===== src/rtl/psfr_pkg.sv =====
// shared constants and types for the packet sequence frame reassembler
// no dependencies; imported by the reassembler and its checker

package psfr_pkg;

    localparam int MAX_PACKET = 64;
    localparam int MAX_FRAME  = 1024;

    localparam int POS_W   = $clog2(MAX_PACKET + 1);
    localparam int FLEN_W  = 11;
    localparam int ADDR_W  = $clog2(MAX_FRAME);
    localparam int BYTE_W  = 8;
    localparam int IDX_W   = 8;
    localparam int LOST_W  = 16;

    localparam int OUT_FIELDS_W = ADDR_W + BYTE_W + LOST_W;
    localparam int OUT_TDATA_W  = ((OUT_FIELDS_W + 7) / 8) * 8;

    localparam logic [FLEN_W-1:0] FLEN_RESET = FLEN_W'(64);

    typedef struct packed {
        logic                we;
        logic [ADDR_W-1:0]   addr;
        logic [BYTE_W-1:0]   data;
        logic                done;
        logic [LOST_W-1:0]   lost;
    } t_result;

endpackage


===== src/rtl/packet_sequence_frame_reassembler.sv =====
// packet sequence frame reassembler: rebuilds frames from usb packet bytes
// and issues frame buffer writes; depends on psfr_pkg
//
// usage:
//   slave stream: one packet byte per word, s_axis_tlast on the last byte of
//   each packet. master stream: one result word per input word, carrying the
//   frame buffer write (enable on m_axis_tuser, address and data in tdata),
//   the running loss count, and m_axis_tlast when a whole frame sits in the
//   buffer. frame length is set through i_cfg_we / i_cfg_wdata while idle,
//   a rule the user keeps and the block does not enforce; up to 64 selects
//   short mode (each packet is one frame). an accepted word passes the input
//   register, then the result register. throughput: one word per cycle when
//   not stalled, set by the single-pass update of packet and frame counters.
//   reset: synchronous, active low; clears all counters, the loss count and
//   both pipeline stages, and restores frame length 64.
//   stall: when the receiver holds m_axis_tready low the result register
//   keeps its word, the input register fills behind it, and then
//   s_axis_tready drops; nothing is lost or repeated.

module packet_sequence_frame_reassembler (
    input  logic                               i_clk,
    input  logic                               i_rst_n,
    input  logic                               i_cfg_we,
    input  logic [psfr_pkg::FLEN_W-1:0]        i_cfg_wdata,
    input  logic                               s_axis_tvalid,
    output logic                               s_axis_tready,
    input  logic [7:0]                         s_axis_tdata,  // in_byte
    input  logic                               s_axis_tlast,  // packet_end
    output logic                               m_axis_tvalid,
    input  logic                               m_axis_tready,
    // write_address, write_data, lost_count, zero fill
    output logic [psfr_pkg::OUT_TDATA_W-1:0]   m_axis_tdata,
    output logic                               m_axis_tuser,  // write_enable
    output logic                               m_axis_tlast   // frame_done
);
    import psfr_pkg::*;

    logic [FLEN_W-1:0]  r_frame_length;

    logic               r_in_valid;
    logic [BYTE_W-1:0]  r_in_byte;
    logic               r_in_last;

    logic               r_out_valid;
    t_result            r_out;
    t_result            n_out;

    logic [POS_W-1:0]   r_pos,  n_pos;
    logic [FLEN_W-1:0]  r_fill, n_fill;
    logic [IDX_W-1:0]   r_exp,  n_exp;
    logic               r_skip, n_skip;
    logic [LOST_W-1:0]  r_lost, n_lost;

    logic               adv;
    logic [FLEN_W-1:0]  flen;
    logic               short_mode;
    logic [1:0]         loss_inc;

    assign adv           = r_in_valid && (!r_out_valid || m_axis_tready);
    assign s_axis_tready = !r_in_valid || adv;

    assign flen       = (r_frame_length > FLEN_W'(MAX_FRAME)) ? FLEN_W'(MAX_FRAME)
                                                              : r_frame_length;
    assign short_mode = (flen <= FLEN_W'(MAX_PACKET));

    always_comb begin
        n_out      = '0;
        n_fill     = r_fill;
        n_exp      = r_exp;
        n_skip     = r_skip;
        loss_inc   = 2'd0;

        if (short_mode) begin
            if (FLEN_W'(r_pos) < flen) begin
                n_out.we   = 1'b1;
                n_out.addr = ADDR_W'(r_pos);
                n_out.data = r_in_byte;
            end
            if (r_in_last) begin
                if (FLEN_W'(r_pos) + FLEN_W'(1) == flen) begin
                    n_out.done = 1'b1;
                end else begin
                    loss_inc = 2'd1;
                end
            end
        end else if (!r_skip) begin
            if (r_pos == '0) begin
                // sequence index byte
                if (r_in_byte != r_exp) begin
                    if (r_fill != '0) begin
                        loss_inc = loss_inc + 2'd1;
                    end
                    n_fill = '0;
                    n_exp  = '0;
                    if (r_in_byte != '0) begin
                        loss_inc = loss_inc + 2'd1;
                        n_skip   = 1'b1;
                    end
                end
            end else begin
                if (r_pos == POS_W'(1)) begin
                    n_exp = r_exp + IDX_W'(1);
                end
                if (r_fill < flen) begin
                    n_out.we   = 1'b1;
                    n_out.addr = r_fill[ADDR_W-1:0];
                    n_out.data = r_in_byte;
                    n_fill     = r_fill + FLEN_W'(1);
                end
            end
            if (r_in_last && !n_skip && n_fill == flen) begin
                n_out.done = 1'b1;
                n_fill     = '0;
                n_exp      = '0;
            end
        end

        n_lost     = r_lost + LOST_W'(loss_inc);
        n_out.lost = n_lost;

        if (r_in_last) begin
            n_pos  = '0;
            n_skip = 1'b0;
        end else if (r_pos < POS_W'(MAX_PACKET)) begin
            n_pos = r_pos + POS_W'(1);
        end else begin
            n_pos = r_pos;
        end
    end

    always_ff @(posedge i_clk) begin
        if (!i_rst_n) begin
            r_frame_length <= FLEN_RESET;
        end else if (i_cfg_we) begin
            r_frame_length <= i_cfg_wdata;
        end
    end

    // input register
    always_ff @(posedge i_clk) begin
        if (!i_rst_n) begin
            r_in_valid <= 1'b0;
        end else if (s_axis_tready) begin
            r_in_valid <= s_axis_tvalid;
        end
    end

    always_ff @(posedge i_clk) begin
        if (s_axis_tready && s_axis_tvalid) begin
            r_in_byte <= s_axis_tdata;
            r_in_last <= s_axis_tlast;
        end
    end

    // state and result register
    always_ff @(posedge i_clk) begin
        if (!i_rst_n) begin
            r_out_valid <= 1'b0;
            r_pos       <= '0;
            r_fill      <= '0;
            r_exp       <= '0;
            r_skip      <= 1'b0;
            r_lost      <= '0;
        end else if (adv) begin
            r_out_valid <= 1'b1;
            r_pos       <= n_pos;
            r_fill      <= n_fill;
            r_exp       <= n_exp;
            r_skip      <= n_skip;
            r_lost      <= n_lost;
        end else if (m_axis_tready) begin
            r_out_valid <= 1'b0;
        end
    end

    always_ff @(posedge i_clk) begin
        if (adv) begin
            r_out <= n_out;
        end
    end

    assign m_axis_tvalid = r_out_valid;
    assign m_axis_tuser  = r_out.we;
    assign m_axis_tlast  = r_out.done;
    assign m_axis_tdata  = {{(OUT_TDATA_W - OUT_FIELDS_W){1'b0}},
                            r_out.lost, r_out.data, r_out.addr};

endmodule


===== config.mk =====
export PLATFORM = sky130hd
export DESIGN_NAME = packet_sequence_frame_reassembler
export DESIGN_NICKNAME = d
export VERILOG_FILES = /design/src/rtl/psfr_pkg.sv /design/src/rtl/packet_sequence_frame_reassembler.sv
export SDC_FILE = /design/constraint.sdc
export NUM_CORES = 1
export LEC_CHECK = 0
export ABC_AREA = 0
export BUFFER_PORTS_ARGS = -buffer_cell sky130_fd_sc_hd__buf_2
export CAP_MARGIN = 20
export CORE_MARGIN = 3
export CORE_UTILIZATION = 45
export DETAILED_ROUTE_END_ITERATION = 8
export GPL_TIMING_DRIVEN = 0
export HOLD_SLACK_MARGIN = 0.05
export SYNTH_ARGS = -nofsm -noshare
export SYNTH_HDL_FRONTEND = slang
export SYNTH_SLANG_ARGS = --single-unit

===== constraint.sdc =====
create_clock -name i_clk -period 6.19 [get_ports i_clk]
set_input_delay 1.857 -clock i_clk [delete_from_list [all_inputs] [get_ports i_clk]]
set_output_delay 1.857 -clock i_clk [all_outputs]
set_load 0.01 [all_outputs]

==> results.yml, run 1 <==
layout:
  final_core_util_pct: 53.6
  syn_to_final_growth_pct: 14.6
  final_cells: 851
  diodes: 0
  drive_above_1_share_pct: 15.4
  nets: 731
  fill_cells: 1145
  stdcell_area_um2: 6580
route:
  wl_met3_um: 770
  drc_errors: 0
  met1_length_um: 6740
  vias: 4632
  drt_wl_total_um: 14500
  wl_met2_um: 6560
  highest_layer: "met4"
  ant_nets: 0
  drtIter0Drc: 425
  post_drt_wl_per_cell_um: 17.0
  post_drt_via_cell_ratio: 5.44
  drt-pass1-iter-count: 5
global_route:
  antenna_found_initial: 0
  grt_pass1_wl_um: 23500
  grt_max_degree: 31
  grt-ovfl-total: 0
  track_usage_pct: 20.9
  grt_pass1_vias: 4488
power:
  ir_worst_vdd_v: 0.000114
  p_per_area_nw_per_um2: 219
  p_leak_uw: 0.00264
setup_path:
  cp.buffers_inverters: 1
  worstReg2RegStart: "r_frame_length[6]"
  path_cells: "or4_1 > o21ai_0 > nand2_1 > xnor2_1 > nor2_1 > a211oi_1 > a31oi_1 > nor4_1 > o21ai_0 > ha_1 > inv_1 > fa_1 > nor2_1 > and3_1 > and3_1 > and3_1 > nand3_1 > nor2_1 > nand3_1 > xnor2_1 > and2_1"
  critPathLaunchType: "register"
  cp.arrival_ns: 4.92
  critPathKind: "register to register"
  critical_path.startpoint: "r_frame_length[6]"
  cp-end-kind: "register"
  crit_family: "simple AND/OR/NAND/NOR gates"
  critPathRequiredTime_ns: 6.44
  max_stage_delay_ns: 0.51
  cp_max_fo: 6
  crit_slowest_cell: "or4_1"
floorplan:
  initial_core_util_pct: 46.8
  die_w_um: 119
  die_h_um: 119
  num_io_pins: 69
  std_cell_rows: 40
  core_area_um2: 12300
  die_area_um2: 14100
logic_synthesis:
  syn_inst: 599
  ys.flop_type: "dfxtp_1"
  synth_top_area_cell: "edfxtp_1"
  postSynthAreaPerCell_um2: 9.58
  yosysSeqAreaShare_pct: 43.1
  syn_area_um2: 5740
  async_reset_ff_share_pct: 0
  synth_edf_count: 45
  ys_ff_latch: 101
  synth_area_leaders: "edfxtp_1 24%, dfxtp_1 20%, ha_1 5.9%, xnor2_1 4.6%, mux2i_1 4.2%"
  yosys_warnings: 0
  synth.distinct_cells: 61
  synth.most_common_cell: "nand2_1"
  synth_largest_type_area_fraction_pct: 23.5
  synth_commonest_cells: "62 x nand2_1, 56 x dfxtp_1, 45 x edfxtp_1"
sta:
  worstMarginPinSlew_ns: 0.932
  final.setup.tns_ns: 0
  min_period_over_period_pct: 75.4
  max_freq_ghz: 0.214
  rsz0062_at_grt: "no"
  hold_violations: 0
  slew_violations: 0
  slew_headroom_pct: 37.4
  final-setup-viol-count: 0
  finalClockSkew_ns: 0.00674
  period_minus_slack_ns: 4.67
place:
  io_buffers: 61
  placed_cells: 834
  dp_hpwl_um: 10800
  post_dp_cell_area_um2: 6300
  finalWeightedCongestion: 0.931
cts:
  postCtsResizedCells: 0
  clock_sinks: 101
  clk_pin_slew_ns: 0.07
  postCtsHoldBufs: 0
  cts_setup_buffers: 0
  cts_buffers: 9
  clockRootBuffer: "clkbuf_16"
  cts_tree: "done"
  clockBufferDepth: 2
  clk_latency_ns: 0.36
  cts_htree_levels: 3
run_status:
  status: "complete, no violations"
worst_hold_path:
  worstHoldPathType: "register to register"
  hp-start: "r_lost[0]"
run:
  drv_cap: 0
[kinds of logic after synthesis]
family | after synthesis | share of synthesized area, %
AOI/OAI and AO/OA | 95 | 10.9
buffers and inverters | 56 | 4.42
and+or+nand+nor | 242 | 23.1
muxes | 25 | 4.45
DFF | 101 | 43.1
other | 1 | 0.0653
adders and majority gates | 28 | 6.23
xor gates and xnor gates | 51 | 7.78
[stage by stage]
stage | hold WS, ns | setup slack [ns] | power [uW]
floorplan | 0.448 | 2.06 | 860
global placement | 0.458 | 1.21 | 916
detailed placement | 0.465 | 1.42 | 921
CTS | 0.475 | 1.40 | 1450
global route | 0.514 | 1.09 | 1510
finish | 0.470 | 1.52 | 1440
[power by group]
part / internal, uW / total [uW] / switching (uW)
Sequential: 721 / 735 / 14.1
Clock: 274 / 535 / 262
Combinational: 63.8 / 173 / 109
[worst paths after layout]
kind,to,slack (ns),cells after the start
setup / recovery,r_lost[14],1.52,21
hold / removal,r_lost[0],0.47,2
setup reg to reg,r_lost[14],1.52,21
hold reg to reg,r_lost[0],0.47,2
[worst min-delay path: stages, from the launching register on]
cell      delay [ns]
dfxtp_1         0.31
nand2_1         0.05
a21boi_0        0.06
[state kept, by name, indices dropped and copies added (netlist names), 7 cells and up]
name / flops
r_frame_length: 11
r_in_byte: 8
r_pos: 7
r_fill: 11
r_lost: 16
m_axis_tdata: 34
r_exp: 8
[per-layer routing]
layer,track usage (%),vias up
met1,29.0,2165
met3,2.80,28
met2,32.9,149
met5,0,-
met4,8.83,0
li1,-,2290
[final cells by class]
class / count / area, um2 / area share [%]
Clock inverter: 7 / 48.8 / 0.742
Buffer: 38 / 188 / 2.85
Clock buffer: 9 / 225 / 3.42
Multi-Input combinational cell: 447 / 3030 / 46.1
Tap cell: 168 / 210 / 3.20
Inverter: 18 / 67.6 / 1.03
Sequential cell: 101 / 2470 / 37.6
Timing Repair Buffer: 63 / 333 / 5.06
[cell usage in the layout (no fill, tap or decap), types with 11 or more instances in the layout]
master | Yosys | final
buf_2 | 8 | 69
nand2_1 | 62 | 62
dfxtp_1 | 56 | 56
edfxtp_1 | 45 | 45
nor2b_1 | 34 | 34
xnor2_1 | 30 | 30
nand3_1 | 29 | 29
ha_1 | 27 | 27
nor2_1 | 26 | 26
mux2i_1 | 24 | 24
a21oi_1 | 23 | 23
xor2_1 | 21 | 21
clkbuf_1 | 20 | 19
and3_1 | 18 | 18
and2_1 | 18 | 18
inv_1 | 17 | 17
nand4_1 | 12 | 12
o21ai_0 | 11 | 11
o21ai_1 | 11 | 11
Power figures use the tool's default switching activity.
==> inputs of run 2 (changes only) <==
- clock period: 6.19 -> 4.4 ns (I/O delays scaled with it)
==> results.yml, run 2 (synthesis results as in run 1) <==
sta:
  max_freq_ghz: 0.237
  min_period_over_period_pct: 95.8
  timing.hold.ws_ns: 0.476
  rsz0062_at_grt: "no"
  final-setup-viol-count: 0
  period_minus_slack_ns: 4.22
  hold_violations: 0
  fin_ws_ns: 0.183
  slew_violations: 0
  worstMarginPinSlew_ns: 0.931
  finalClockSkew_ns: 0.00701
  slew_headroom_pct: 37.4
floorplan:
  core_area_um2: 12300
  std_cell_rows: 40
  die_w_um: 119
  die_h_um: 119
  initial_core_util_pct: 46.8
  die_area_um2: 14100
  num_io_pins: 69
global_route:
  antenna_found_initial: 0
  grt_pass1_vias: 4535
  grt_pass1_wl_um: 23700
  grt_max_degree: 31
  grt_use_met1_pct: 29.1
  grt-busiest-layer: "met2"
  grt-ovfl-total: 0
  grt_util_met2_pct: 32.9
  track_usage_pct: 21.1
  grt_util_met3_pct: 3.13
power:
  p_per_area_nw_per_um2: 299
  ir_worst_vdd_v: 0.000160
  p_leak_uw: 0.00271
layout:
  syn_to_final_growth_pct: 19.3
  drive_above_1_share_pct: 21.0
  layout_common_cells: "67 x buf_2, 59 x nand2_1, 54 x dfxtp_1"
  diodes: 0
  nets: 742
  mostFrequentLayoutCell: "buf_2"
  largest_reg_flops: 34
route:
  post_drt_wl_per_cell_um: 17.0
  vias: 4709
  drc_errors: 0
  ant_nets: 0
  drt_wl_total_um: 14700
  post_drt_via_cell_ratio: 5.46
  drt-pass1-iter-count: 5
  drtIter0Drc: 389
cts:
  cts_buffers: 9
  clock_sinks: 101
  clk_latency_ns: 0.36
  cts_tree: "done"
  clockRootBuffer: "clkbuf_16"
  cts_htree_levels: 3
  clk_pin_slew_ns: 0.07
  clockBufferDepth: 2
setup_path:
  critPathKind: "register to register"
  crit_family: "simple AND/OR/NAND/NOR gates"
  cp.buffers_inverters: 3
  path_cells: "or4_4 > o21ai_4 > nand2_4 > buf_4 > buf_4 > a31oi_1 > nor4_4 > o21ai_2 > ha_2 > inv_1 > fa_2 > nor2_4 > and3_1 > and3_4 > and3_4 > nand3_2 > nor2_4 > nand3_1 > xnor2_1 > and2_1"
  critPathRequiredTime_ns: 4.65
  crit_slowest_cell: "or4_4"
  max_stage_delay_ns: 0.54
  cp-end-kind: "register"
  reg2reg_slack_ns: 0.18
  cp_max_fo: 4
  critPathLaunchType: "register"
  cp.arrival_ns: 4.47
run_status:
  status: "complete, no violations"
place:
  io_buffers: 61
  dp_hpwl_um: 10800
  dp_worst_setup_slack_ns: -0.372
  finalWeightedCongestion: 0.931
worst_hold_path:
  worstHoldPathType: "register to register"
run:
  drv_cap: 0
==> run 2: cell count changes in the layout (fill, tap and decap cells not counted), sizes merged <==
cell,before,now
inv,19,20
clkinv,3,2
buf,80,91
==> run 2: area by class of cell <==
class                           instances  area, um2
Tap cell                              168        210
Buffer                                 38        204
Sequential cell                       101       2480
Inverter                               18       70.1
Clock buffer                            9        225
Clock inverter                          7       48.8
Timing Repair Buffer                   74        415
Multi-Input combinational cell        447       3200
Fill cell                            1119       5410
==> run 2: final timing paths <==
| check | start | endpoint | cells after the start |
|---|---|---|---|
| worst max-delay path | r_frame_length[6] | r_lost[14] | 20 |
| worst min-delay path | r_lost[0] | r_lost[0] | 2 |
| worst max register to register | r_frame_length[6] | r_lost[14] | 20 |
| worst min register to register | r_lost[0] | r_lost[0] | 2 |
==> run 2: power by group <==
group / internal, uW / switching, uW / total (uW) / leakage (uW)
registers: 1010 / 21.5 / 1040 / 0.000876
logic: 99.4 / 164 / 263 / 0.00171
clock network: 385 / 366 / 751 / 0.000127
total: 1500 / 551 / 2050 / 0.00271
==> run 2: stage by stage <==
stage | utilization (%) | setup TNS (ns) | instances | power [uW] | area, um2
after global routing | 55.9 | 0 | 862 | 2140 | 6850
after CTS | 53.9 | 0 | 851 | 2050 | 6610
after detailed placement | 51.3 | -2.84 | 834 | 1300 | 6300
after floorplan | - | 0 | 604 | 1210 | 5760
after global placement | 51.2 | -2.04 | 833 | 1290 | 6270
final | 55.9 | 0 | 862 | 2050 | 6850
==> run 2: per-layer routing <==
layer  up-vias  part of all wire (%)
li1       2309                     -
met1      2211                    46
met2       162                    46
met3        27                   5.6
met4         0                   2.7
met5         -                     0
==> run 2: what timing repair did <==
action	in CTS	in global routing
hold buffers	0	0
setup endpoints to repair	23	28
pin swaps	1	11
setup buffers	1	11
gates resized for setup	9	39
cloned	0	0
==> run 2: worst reg2reg max path: stages (launching register included) <==
cell	delay, ns
dfxtp_4	0.37
or4_4	0.54
o21ai_4	0.16
nand2_4	0.11
buf_4	0.16
buf_4	0.15
a31oi_1	0.30
nor4_4	0.10
o21ai_2	0.12
ha_2	0.20
inv_1	0.06
fa_2	0.39
nor2_4	0.13
and3_1	0.23
and3_4	0.22
and3_4	0.21
nand3_2	0.14
nor2_4	0.13
nand3_1	0.10
xnor2_1	0.13
and2_1	0.15
